**src/art_pkg.sv**
```systemverilog
`timescale 1ns / 1ps
// Package for the acknowledgement retry tracker.
// Holds the beat types, command and status codes and default sizes; no dependencies.
package art_pkg;

  localparam int TABLE_DEPTH_DEF = 16;
  localparam int RESULT_CAP      = 16;

  localparam logic [2:0] CMD_TRACK = 3'd0;
  localparam logic [2:0] CMD_ACK   = 3'd1;
  localparam logic [2:0] CMD_SCAN  = 3'd2;
  localparam logic [2:0] CMD_RETRY = 3'd3;
  localparam logic [2:0] CMD_DRAIN = 3'd4;
  localparam logic [2:0] CMD_COUNT = 3'd5;
  localparam logic [2:0] CMD_PURGE = 3'd6;

  localparam logic [1:0] ST_OK    = 2'd0;
  localparam logic [1:0] ST_NONE  = 2'd1;
  localparam logic [1:0] ST_FULL  = 2'd2;
  localparam logic [1:0] ST_COUNT = 2'd3;

  localparam logic [0:0] REG_RETRY_LIMIT = 1'b0;
  localparam logic [0:0] REG_ACK_TIMEOUT = 1'b1;

  localparam logic [2:0]  RETRY_LIMIT_RST = 3'd3;
  localparam logic [15:0] ACK_TIMEOUT_RST = 16'd30;

  typedef struct packed {
    logic [2:0]  command;
    logic [31:0] message_id;
    logic [31:0] user_id;
    logic [31:0] payload_ref;
    logic [15:0] target_handle;
    logic [31:0] now_seconds;
  } in_item_t;

  typedef struct packed {
    logic [1:0]  status;
    logic [31:0] out_message_id;
    logic [31:0] out_user_id;
    logic [31:0] out_payload_ref;
    logic [15:0] out_target_handle;
    logic [2:0]  out_tries;
    logic [4:0]  pending_total;
    logic        last;
  } out_item_t;

  typedef struct packed {
    logic [31:0] message_id;
    logic [31:0] user_id;
    logic [31:0] payload_ref;
    logic [15:0] target_handle;
    logic [31:0] sent_at;
    logic [31:0] retry_at;
    logic [2:0]  tries;
  } entry_t;

  localparam int ENTRY_W = $bits(entry_t);

endpackage

```
**src/ack_retry_tracker_top.sv**
```systemverilog
`timescale 1ns / 1ps
// Top level of the acknowledgement retry tracker: command sequencer, valid bits,
// configuration registers. Depends on art_pkg and art_ram.
//
//  channel   ports                                   beat accepted when
//  --------  --------------------------------------  ------------------------------
//  input     start, busy, in_item                    start high and busy low
//  result    out_strobe, out_item                    every cycle out_strobe is high
//  config    psel, penable, pwrite, paddr, pwdata,   psel, penable, pwrite, pready
//            prdata, pready
//
// Every command sweeps the whole table through one RAM read port, one slot per
// cycle. Busy stays high from acceptance through the sweep and the finishing
// step, and the final result is accepted at the same edge at which the next
// command may be taken.
// Reset is synchronous: valid bits clear at once and the RAM contents are left
// as they are, since a slot is only ever read through its valid bit.
// Results of scan and drain appear at most one per cycle during the sweep, with
// the last one at the end. The receiver cannot stall, so each result is shown once.
module ack_retry_tracker_top
  import art_pkg::*;
#(
  parameter int TABLE_DEPTH = TABLE_DEPTH_DEF
) (
  input  logic        clk,
  input  logic        rst_n,
  input  logic        start,
  output logic        busy,
  input  in_item_t    in_item,
  output logic        out_strobe,
  output out_item_t   out_item,
  input  logic        psel,
  input  logic        penable,
  input  logic        pwrite,
  input  logic [2:0]  paddr,
  input  logic [31:0] pwdata,
  output logic [31:0] prdata,
  output logic        pready
);

  localparam int ADDR_W = $clog2(TABLE_DEPTH);
  localparam int CNT_W  = $clog2(TABLE_DEPTH + 1);
  localparam int N_W    = $clog2(RESULT_CAP + 1);

  localparam logic [1:0] S_IDLE   = 2'd0;
  localparam logic [1:0] S_SWEEP  = 2'd1;
  localparam logic [1:0] S_FINISH = 2'd2;

  // Control state.
  logic [1:0]             state_r, state_nxt;
  logic [CNT_W-1:0]       iss_r, iss_nxt;
  logic                   pip_v_r, pip_v_nxt;
  logic [ADDR_W-1:0]      pip_idx_r, pip_idx_nxt;
  logic [TABLE_DEPTH-1:0] valid_r, valid_nxt;
  logic                   match_f_r, match_f_nxt;
  logic                   free_f_r, free_f_nxt;
  logic                   pend_v_r, pend_v_nxt;
  logic [N_W-1:0]         n_r, n_nxt;
  logic [CNT_W-1:0]       total_r, total_nxt;
  logic                   out_strobe_r, out_strobe_nxt;
  logic [2:0]             retry_limit_r;
  logic [15:0]            ack_timeout_r;

  // Payload registers.
  in_item_t               req_r, req_nxt;
  logic [ADDR_W-1:0]      match_idx_r, match_idx_nxt;
  logic [ADDR_W-1:0]      free_idx_r, free_idx_nxt;
  entry_t                 cap_r, cap_nxt;
  out_item_t              pend_r, pend_nxt;
  out_item_t              out_r, out_nxt;

  // RAM port signals.
  logic                   wr_en;
  logic [ADDR_W-1:0]      wr_addr;
  entry_t                 wr_entry;
  entry_t                 rd_entry;
  logic [ENTRY_W-1:0]     rd_data;

  // Slot evaluation terms.
  logic                   slot_v;
  logic                   is_due, is_dead, is_old, hit;
  logic [2:0]             cnt_inc;
  logic [31:0]            age;
  logic [4:0]             total_sat;

  art_ram #(
    .WIDTH (ENTRY_W),
    .DEPTH (TABLE_DEPTH)
  ) u_ram (
    .clk     (clk),
    .wr_en   (wr_en),
    .wr_addr (wr_addr),
    .wr_data (wr_entry),
    .rd_addr (iss_r[ADDR_W-1:0]),
    .rd_data (rd_data)
  );

  assign rd_entry = entry_t'(rd_data);

  assign busy       = (state_r != S_IDLE);
  assign out_strobe = out_strobe_r;
  assign out_item   = out_r;
  assign pready     = 1'b1;

  // Configuration port: the register is picked by the word address bit alone.
  always_ff @(posedge clk) begin
    if (!rst_n) begin
      retry_limit_r <= RETRY_LIMIT_RST;
      ack_timeout_r <= ACK_TIMEOUT_RST;
    end else if (psel && penable && pwrite) begin
      case (paddr[2])
        REG_RETRY_LIMIT: retry_limit_r <= pwdata[2:0];
        REG_ACK_TIMEOUT: ack_timeout_r <= pwdata[15:0];
        default: ;
      endcase
    end
  end

  always_comb begin
    case (paddr[2])
      REG_RETRY_LIMIT: prdata = {29'd0, retry_limit_r};
      REG_ACK_TIMEOUT: prdata = {16'd0, ack_timeout_r};
      default:         prdata = 32'd0;
    endcase
  end

  // The shared slot unit: one entry per cycle is judged against the command.
  assign slot_v  = pip_v_r && valid_r[pip_idx_r];
  assign is_dead = (rd_entry.tries >= retry_limit_r);
  assign is_due  = !is_dead && (req_r.now_seconds >= rd_entry.retry_at);
  assign age     = req_r.now_seconds - rd_entry.sent_at;
  assign is_old  = (age > {16'd0, ack_timeout_r});
  assign hit     = slot_v && (n_r < N_W'(RESULT_CAP)) &&
                   (((req_r.command == CMD_SCAN) && is_due) ||
                    ((req_r.command == CMD_DRAIN) && is_dead));

  assign cnt_inc   = (cap_r.tries == 3'd7) ? 3'd7 : cap_r.tries + 3'd1;
  assign total_sat = (32'(total_r) > 32'd31) ? 5'd31 : 5'(total_r);

  always_comb begin
    state_nxt      = state_r;
    iss_nxt        = iss_r;
    pip_v_nxt      = 1'b0;
    pip_idx_nxt    = pip_idx_r;
    valid_nxt      = valid_r;
    match_f_nxt    = match_f_r;
    free_f_nxt     = free_f_r;
    pend_v_nxt     = pend_v_r;
    n_nxt          = n_r;
    total_nxt      = total_r;
    out_strobe_nxt = 1'b0;
    req_nxt        = req_r;
    match_idx_nxt  = match_idx_r;
    free_idx_nxt   = free_idx_r;
    cap_nxt        = cap_r;
    pend_nxt       = pend_r;
    out_nxt        = '0;
    wr_en          = 1'b0;
    wr_addr        = match_f_r ? match_idx_r : free_idx_r;
    wr_entry       = cap_r;

    case (state_r)
      S_IDLE: begin
        if (start) begin
          state_nxt   = S_SWEEP;
          req_nxt     = in_item;
          iss_nxt     = '0;
          match_f_nxt = 1'b0;
          free_f_nxt  = 1'b0;
          pend_v_nxt  = 1'b0;
          n_nxt       = '0;
          total_nxt   = '0;
        end
      end

      S_SWEEP: begin
        if (iss_r < CNT_W'(TABLE_DEPTH)) begin
          pip_v_nxt   = 1'b1;
          pip_idx_nxt = iss_r[ADDR_W-1:0];
          iss_nxt     = iss_r + CNT_W'(1);
        end else if (!pip_v_r) begin
          state_nxt = S_FINISH;
        end

        if (pip_v_r) begin
          if (slot_v) begin
            total_nxt = total_r + CNT_W'(1);
          end
          if (slot_v && !match_f_r && (rd_entry.message_id == req_r.message_id)) begin
            match_f_nxt   = 1'b1;
            match_idx_nxt = pip_idx_r;
            cap_nxt       = rd_entry;
          end
          if (!valid_r[pip_idx_r] && !free_f_r) begin
            free_f_nxt   = 1'b1;
            free_idx_nxt = pip_idx_r;
          end
          if (hit) begin
            // The held result goes out now; the new one waits, since only the
            // end of the sweep tells which result is the last.
            out_strobe_nxt = pend_v_r;
            out_nxt        = pend_r;
            pend_v_nxt     = 1'b1;
            pend_nxt       = '0;
            pend_nxt.status            = ST_OK;
            pend_nxt.out_message_id    = rd_entry.message_id;
            pend_nxt.out_user_id       = rd_entry.user_id;
            pend_nxt.out_payload_ref   = rd_entry.payload_ref;
            pend_nxt.out_target_handle = rd_entry.target_handle;
            pend_nxt.out_tries         = rd_entry.tries;
            n_nxt = n_r + N_W'(1);
            if (req_r.command == CMD_DRAIN) begin
              valid_nxt[pip_idx_r] = 1'b0;
            end
          end
          if ((req_r.command == CMD_PURGE) && slot_v && is_dead && is_old) begin
            valid_nxt[pip_idx_r] = 1'b0;
          end
        end
      end

      S_FINISH: begin
        state_nxt      = S_IDLE;
        out_strobe_nxt = 1'b1;
        out_nxt        = '0;
        out_nxt.last   = 1'b1;
        out_nxt.status = ST_OK;
        case (req_r.command)
          CMD_TRACK: begin
            if (match_f_r || free_f_r) begin
              wr_en                  = 1'b1;
              wr_entry.message_id    = req_r.message_id;
              wr_entry.user_id       = req_r.user_id;
              wr_entry.payload_ref   = req_r.payload_ref;
              wr_entry.target_handle = req_r.target_handle;
              wr_entry.sent_at       = req_r.now_seconds;
              wr_entry.retry_at      = req_r.now_seconds + 32'd1;
              wr_entry.tries         = 3'd0;
              valid_nxt[wr_addr]     = 1'b1;
            end else begin
              out_nxt.status = ST_FULL;
            end
          end
          CMD_ACK: begin
            if (match_f_r) begin
              valid_nxt[match_idx_r] = 1'b0;
            end else begin
              out_nxt.status = ST_NONE;
            end
          end
          CMD_RETRY: begin
            if (match_f_r) begin
              wr_en          = 1'b1;
              wr_entry.tries = cnt_inc;
              if (cnt_inc < retry_limit_r) begin
                wr_entry.retry_at = req_r.now_seconds + (32'd1 << cnt_inc);
              end
            end else begin
              out_nxt.status = ST_NONE;
            end
          end
          CMD_SCAN, CMD_DRAIN: begin
            if (pend_v_r) begin
              out_nxt      = pend_r;
              out_nxt.last = 1'b1;
            end else begin
              out_nxt.status = ST_NONE;
            end
          end
          CMD_COUNT: begin
            out_nxt.status        = ST_COUNT;
            out_nxt.pending_total = total_sat;
          end
          CMD_PURGE: out_nxt.status = ST_OK;
          default:   out_nxt.status = ST_NONE;
        endcase
      end

      default: state_nxt = S_IDLE;
    endcase
  end

  always_ff @(posedge clk) begin
    if (!rst_n) begin
      state_r      <= S_IDLE;
      iss_r        <= '0;
      pip_v_r      <= 1'b0;
      pip_idx_r    <= '0;
      valid_r      <= '0;
      match_f_r    <= 1'b0;
      free_f_r     <= 1'b0;
      pend_v_r     <= 1'b0;
      n_r          <= '0;
      total_r      <= '0;
      out_strobe_r <= 1'b0;
    end else begin
      state_r      <= state_nxt;
      iss_r        <= iss_nxt;
      pip_v_r      <= pip_v_nxt;
      pip_idx_r    <= pip_idx_nxt;
      valid_r      <= valid_nxt;
      match_f_r    <= match_f_nxt;
      free_f_r     <= free_f_nxt;
      pend_v_r     <= pend_v_nxt;
      n_r          <= n_nxt;
      total_r      <= total_nxt;
      out_strobe_r <= out_strobe_nxt;
    end
  end

  always_ff @(posedge clk) begin
    req_r       <= req_nxt;
    match_idx_r <= match_idx_nxt;
    free_idx_r  <= free_idx_nxt;
    cap_r       <= cap_nxt;
    pend_r      <= pend_nxt;
    out_r       <= out_nxt;
  end

  // A command never yields more results than the cap allows.
  a_cap: assert property (@(posedge clk) disable iff (!rst_n)
    n_r <= N_W'(RESULT_CAP))
    else $error("result count beyond cap");

  // An accepted command keeps the block busy in the next cycle.
  a_busy: assert property (@(posedge clk) disable iff (!rst_n)
    (start && !busy) |=> busy)
    else $error("command accepted but block not busy");

  // The final beat of a command comes only out of the finishing step.
  a_last: assert property (@(posedge clk) disable iff (!rst_n)
    (out_strobe && out_item.last) |-> ($past(state_r) == S_FINISH))
    else $error("last beat outside finishing step");

  // The slot pipeline is empty whenever the block is idle.
  a_pend: assert property (@(posedge clk) disable iff (!rst_n)
    (state_r == S_IDLE) |-> (!pip_v_r))
    else $error("slot pipeline active while idle");

endmodule

```
**src/art_ram.sv**
```systemverilog
`timescale 1ns / 1ps
// Generic single-write, single-read RAM with a registered read port.
// No dependencies.
module art_ram #(
  parameter int WIDTH = 8,
  parameter int DEPTH = 16
) (
  input  logic                     clk,
  input  logic                     wr_en,
  input  logic [$clog2(DEPTH)-1:0] wr_addr,
  input  logic [WIDTH-1:0]         wr_data,
  input  logic [$clog2(DEPTH)-1:0] rd_addr,
  output logic [WIDTH-1:0]         rd_data
);

  logic [WIDTH-1:0] mem [DEPTH];

  always_ff @(posedge clk) begin
    if (wr_en) begin
      mem[wr_addr] <= wr_data;
    end
    rd_data <= mem[rd_addr];
  end

endmodule
```
**config.mk**
```make
export PLATFORM = sky130hd
export DESIGN_NAME = ack_retry_tracker_top
export DESIGN_NICKNAME = d
export VERILOG_FILES = /design/src/art_pkg.sv /design/src/ack_retry_tracker_top.sv /design/src/art_ram.sv
export SDC_FILE = /design/constraint.sdc
export NUM_CORES = 2
export LEC_CHECK = 0
export BUFFER_PORTS_ARGS = -buffer_cell sky130_fd_sc_hd__buf_2
export CAP_MARGIN = 30
export CORE_AREA = 4 4 750 380
export CTS_BUF_LIST = sky130_fd_sc_hd__clkbuf_4 sky130_fd_sc_hd__clkbuf_8
export DETAILED_ROUTE_END_ITERATION = 12
export DIE_AREA = 0 0 754 384
export PLACE_DENSITY_LB_ADDON = 0.2
export SLEW_MARGIN = 5
export SYNTH_ARGS = -nofsm -noshare
export SYNTH_HDL_FRONTEND = slang
export SYNTH_SLANG_ARGS = --single-unit
```
**constraint.sdc**
```tcl
create_clock -name clk -period 14.5 [get_ports clk]
set_input_delay 1.45 -clock clk [delete_from_list [all_inputs] [get_ports clk]]
set_output_delay 1.45 -clock clk [all_outputs]
set_load 0.02 [all_outputs]
```
======== Word-level counts from Yosys, hierarchy flattened ========
Memory sizes are Yosys's and may differ from the RTL's. A register that Yosys moved wholly into a read port is not among the register bits.
Index checks and enable logic that the tools add are counted.
word-level totals
  register bits ........................... 633
  bits in writable memories ............... 2,864
  bits of input ports ..................... 188
  logic and storage cells ................. 207
  memories kept ........................... 1
operators by class
  add/subtract/negate cells ............... 7
  $lt $le $gt $ge ......................... 12
  equality and inequality tests ........... 22
  shift operators ......................... 1
  mux-type cells .......................... 71
  bitwise operators ....................... 7
  reduce and logical (&&, ||, !) cells .... 45
memory list
  name       words  bits a word  rd ports  clocked after Yosys merged registers in  wr ports  RTL line       source
  u_ram.mem  16     179          1         1                                        1         art_ram.sv:16  logic [WIDTH-1:0] mem [DEPTH];
operator list
  kind                                              count
  two-way mux 121 bit                               3
  two-way mux 179 bit                               2
  case mux 123 bit (2 select lines)                 1
  two-way mux 144 bit                               1
  two-way mux 16 bit                                8
  two-way mux 115 bit                               1
  case mux 35 bit (2 select lines)                  1
  case mux 16 bit (2 select lines)                  2
  case mux 32 bit (2 select lines)                  1
  AND 16 bit                                        3
  case mux 5 bit (2 select lines)                   4
  two-way mux 35 bit                                1
  adder 32 x 1 -> 32 bit, second input constant     1
  adder 32 bit                                      1
  == test 32 bit                                    1
  greater-or-equal comparator 32 bit                1
  greater-than comparator 32 x 16 -> 1 bit          1
  two-way mux 32 bit                                1
  NOT 16 bit                                        2
  << shifter 1 x 3 -> 32 bit, first input constant  1
  subtractor 32 bit                                 1
  two-way mux 5 bit                                 6
  two-way mux 1 bit                                 22
  inequality test 2 bit, second input constant      9
  other kinds (35)                                  90

======== Logic depth before layout (Yosys ltp) ========
  depth after elaboration ................. 14
  mapped depth ............................ 21
  gate-level depth less buffers ........... 21

======== By module ========
From an unflattened synthesis, not the netlist that was laid out.
unflattened totals
  cells, all modules ...................... 7,111
  area total of the unflattened synthesis .. 138,846.9 µm²
by module, submodules not included
  module                 times used  cells each  area each (µm²)
  art_ram                1           4,674       110,917.6
  ack_retry_tracker_top  1           2,437       27,929.3

======== Least setup slack after synthesis ========
OpenSTA, ideal clock, no wires.
  path type ............................... reg2reg
  start ................................... reg req_r[125] (netlist bit)
  end ..................................... reg cap_r[0] (netlist bit) (enable)
  arrival time ............................ 13.632 ns
  required time ........................... 13.550 ns
  slack ................................... -0.081 ns
  stages on the path, launching flop included .. 7
  path buffers ............................ 0
  period minus slack after synthesis ...... 14.581 ns
  cell sequence ........................... edfxtp_1 xor2_1 nor4_1 nand4_1 nor4_1 nand4_1 nor3_1
on the way
  longest elaborated chain between the ends .. 3
ends and longest elaborated chain
  what                                  RTL line                      source
  from (decl)                           ack_retry_tracker_top.sv:65   in_item_t req_r, req_nxt;
  from (signal assigned)                ack_retry_tracker_top.sv:312  req_r <= req_nxt;
  == test 32 bit                        ack_retry_tracker_top.sv:189  if (slot_v && !match_f_r && (rd_entry.message_id == req_r.message_id)) begin
  logical AND 1 bit                     ack_retry_tracker_top.sv:189
  AND reduction 3 bit (no source line)  --
  to (signal assigned)                  ack_retry_tracker_top.sv:315  cap_r <= cap_nxt;
  to (decl)                             ack_retry_tracker_top.sv:68   entry_t cap_r, cap_nxt;
No other way between the ends.
A chain may end at the register's enable or synchronous reset.

======== Worst setup path after layout ========
  start ................................... reg req_r[145] (netlist bit)
  end ..................................... mem u_ram.mem[3][73] (netlist bit) (enable)
on the way
  longest elaborated chain between the ends .. 5
  elaborated cells between the ends (all ways) .. 6
ends and longest elaborated chain
  what                                                                RTL line                      source
  == test 3 x 2 -> 1 bit / logical NOT 3 bit (equally long branches)  ack_retry_tracker_top.sv:228  case (req_r.command)
  case mux 1 bit (2 select lines) (*)                                 ack_retry_tracker_top.sv:228
  two-way mux 1 bit (*)                                               ack_retry_tracker_top.sv:162  case (state_r)
  two-way mux 1 bit (*)                                               art_ram.sv:19                 if (wr_en) begin
  two-way mux 1 bit (implied by the code) (*)                         art_ram.sv:20                 mem[wr_addr] <= wr_data;
  to (decl)                                                           art_ram.sv:16
Every way passes the cells marked *; elsewhere a longest branch is shown, timed or not.

==> results_dict.tcl <==
set metrics [dict create \
    status "complete, no violations" \
    grt_pass1_vias 68608 \
    synthArstFlopShare_pct 0 \
    yosys.area.top_type "edfxtp_1" \
    ctsHoldBuffers 0 \
    overflow 0 \
    synth_edf_count 3313 \
    fill_cells 20763 \
    wl_per_cell_um 28.2 \
    ys_ff_latch 3676 \
    worstReg2RegStart "req_r[145]$_DFFE_PP_" \
    area_growth_pct 12.5 \
    ctsResizeCount 0 \
    synth.distinct_cells 90 \
    grtUsageTotal_pct 22.4 \
    power.density_nw_per_um2 131 \
    cts_max_level 6 \
    vias 67748 \
    drtPass1Iterations 6 \
    synth_top_flop_cell "edfxtp_1" \
    path_max_fanout 39 \
    max_stage_delay_ns 0.78 \
    drtIter0Drc 7343 \
    drv_cap 0 \
    finalWirelength_um 327000 \
    cts.sinks 3676 \
    p_leak_uw 0.0521 \
    vias_per_cell 5.83 \
    cts_buffers 523 \
    synthMostInstantiatedCell "edfxtp_1" \
    hp-start "u_ram.rd_data[44]$_DFF_P_" \
    finalCritPeriodShare_pct 47.1 \
    dpl.hpwl_um 175000 \
    drtAntennaViolNets 0 \
    globalplace.congestion 0.855 \
    syn_inst 6747 \
    antenna_found_initial 4 \
    tightest_slew_ns 1.18 \
    die_w_um 754 \
    setup_viol 0 \
    cp_data_arrival_time_ns 7.40 \
    fin_worst_skew_ns 0.0727 \
    io_buffers 310 \
    multi_input_area_um2 30400 \
    finalNetCount 7726 \
    slowest_stage "buf_4" \
    r2r_end "u_ram.mem[3][73]$_DFFE_PP_" \
    postCtsSetupRepairBufs 0 \
    crit_chain "nor2b_1 > and2_1 > o21a_1 > nand2_1 > nor2_1 > nand2_1 > nor2_4 > buf_4 > buf_4 > buf_4" \
    min_path_cells 0 \
    start_util_pct 49.9 \
    cts_buffer_depth 4 \
    tritoncts "built" \
    cp_common_cell "buf_4" \
    drc_errors 0 \
    hold_violations 0 \
    grt_max_degree 116 \
    clk_latency_ns 1.02 \
    grt_pass1_wl_um 475000 \
    drv_slew 0 \
    clk_pin_slew_ns 0.08 \
    yosysSeqAreaShare_pct 76.9 \
    final_util_pct 56.2 \
    critPathCaptureType "flop" \
    layout-drive-gt1-share_pct 29.3 \
    fmax_mhz 146 \
    fin_setup_tns_ns 0 \
    crit_required_ns 15.07 \
    synth_area_leaders "edfxtp_1 72%, mux4_2 14%, dfxtp_1 5.2%, nand2_1 1.6%, ha_1 0.91%" \
    netlist_area_um2 139000 \
    dieArea_um2 290000 \
    synth_top_cells_by_count "3313 x edfxtp_1, 888 x mux4_2, 578 x nand2_1" \
    fin_crit_ns 6.83 \
    min_to "cap_r[44]$_DFFE_PP_" \
    vdd_ir_drop_max_mv 0.0677 \
    die_h_um 384 \
    relSlewSlack_pct 21.4 \
    num_rows 137 \
    synth.avg_cell_area_um2 20.6 \
    hold_class "flop to flop" \
    grt_setup_unrepaired "no" \
    seq_area_um2 107000 \
    rr_worst_depth 10 \
    crit_type "flop to flop" \
    yosys_warnings 0 \
    start_kind "flop" \
    coreArea_um2 278000 \
    clockRootBuffer "clkbuf_8" \
    r2r_setup_slack_ns 7.67 \
    io_pins 346 \
    synth_top_cell_area_share_pct 71.7 \
]
layout make-up:
cell class                 count  area share [%]
inverter                     113           0.276
timing repair buffer         479            2.00
sequential                  3676            68.4
clock buffer                 808            6.25
tap                         3753            3.01
multi-input combinational   2642            19.5
antenna                        3         0.00481
clock inverter               140           0.603
placed cells by master (no fill, tap or decap), types with 17 or more instances in the layout:
cell type and n:
a211oi_1 20, a21o_1 25, a21oi_1 104, a22oi_1 19
and2_1 144, buf_12 17, buf_2 310, buf_4 147
clkbuf_4 217, clkbuf_8 591, clkinv_1 58, clkinv_2 36
clkinvlp_4 25, conb_1 17, dfxtp_1 359, edfxtp_1 3313
ha_1 101, inv_1 112, mux2i_1 23, mux4_2 888
nand2_1 577, nand2b_1 28, nand3_1 32, nand4_1 38
nor2_1 123, nor2_4 18, nor2b_1 37, nor3_1 33
nor4_1 20, o211ai_1 18, o21ai_0 83, xnor2_1 43
xor2_1 53
worst max-delay path by stage:
stage                               from                          end  slack (ns)
global placement    req_r[145]$_DFFE_PP_   u_ram.mem[4][34]$_DFFE_PP_        7.86
global route        req_r[145]$_DFFE_PP_   u_ram.mem[4][79]$_DFFE_PP_        7.44
detailed placement  req_r[145]$_DFFE_PP_   u_ram.mem[4][34]$_DFFE_PP_        7.76
CTS                 req_r[145]$_DFFE_PP_  u_ram.mem[4][115]$_DFFE_PP_        7.69
floorplan           req_r[145]$_DFFE_PP_    u_ram.mem[0][0]$_DFFE_PP_        4.54
finish              req_r[145]$_DFFE_PP_   u_ram.mem[3][73]$_DFFE_PP_        7.67
routing by layer:
metal | GRT usage, % | up-vias | part of all wire, %
met4 | 5.37 | 0 | 1.9
li1 | - | 28697 | -
met2 | 33.4 | 2653 | 45
met1 | 34.3 | 35972 | 45
met3 | 4.68 | 426 | 7.8
met5 | 0 | - | 0
worst max-delay path, delay by kind of cell (launching register included):
kind                   cells  cell delay [ns]
AO/OA/AOI/OAI              1             0.69
flip-flops                 1             0.56
AND/OR/NAND/NOR            6             2.70
buffers and inverters      3             2.26
kinds of logic after synthesis:
kind of cell               share of synthesized area [%]
muxes                                               14.6
other                                            0.00541
buffers and inverters                               1.31
DFF                                                 76.9
and+or+nand+nor                                     3.63
AOI/OAI and AO/OA                                   1.97
adders and majority gates                          0.940
xor gates and xnor gates                           0.606
power breakdown:
part	internal, µW	switching, µW	total (µW)
Clock	4450	3890	8340
Sequential	11400	55.1	11500
Combinational	273	315	588
per-stage QoR:
stage | hold slack, ns | setup slack, ns | total power (µW) | std cells | area (µm²)
final | 0.392 | 7.67 | 20400 | 11614 | 156000
after global routing | 0.419 | 7.44 | 21200 | 11613 | 156000
after CTS | 0.395 | 7.69 | 20600 | 11604 | 156000
after detailed placement | 0.413 | 7.76 | 12300 | 10656 | 145000
after global placement | 0.407 | 7.86 | 12300 | 10651 | 145000
after floorplan | 0.404 | 4.54 | 12100 | 6762 | 139000
sequential cells by signal, indices dropped and copies added, names as in the netlist, 16 cells and up:
signal / count
ack_timeout_r: 16
cap_r: 179
out_item: 123
pend_r: 115
req_r: 147
u_ram.mem: 2864
u_ram.rd_data: 179
valid_r: 16
No activity file was read; power rests on OpenSTA's default activity.
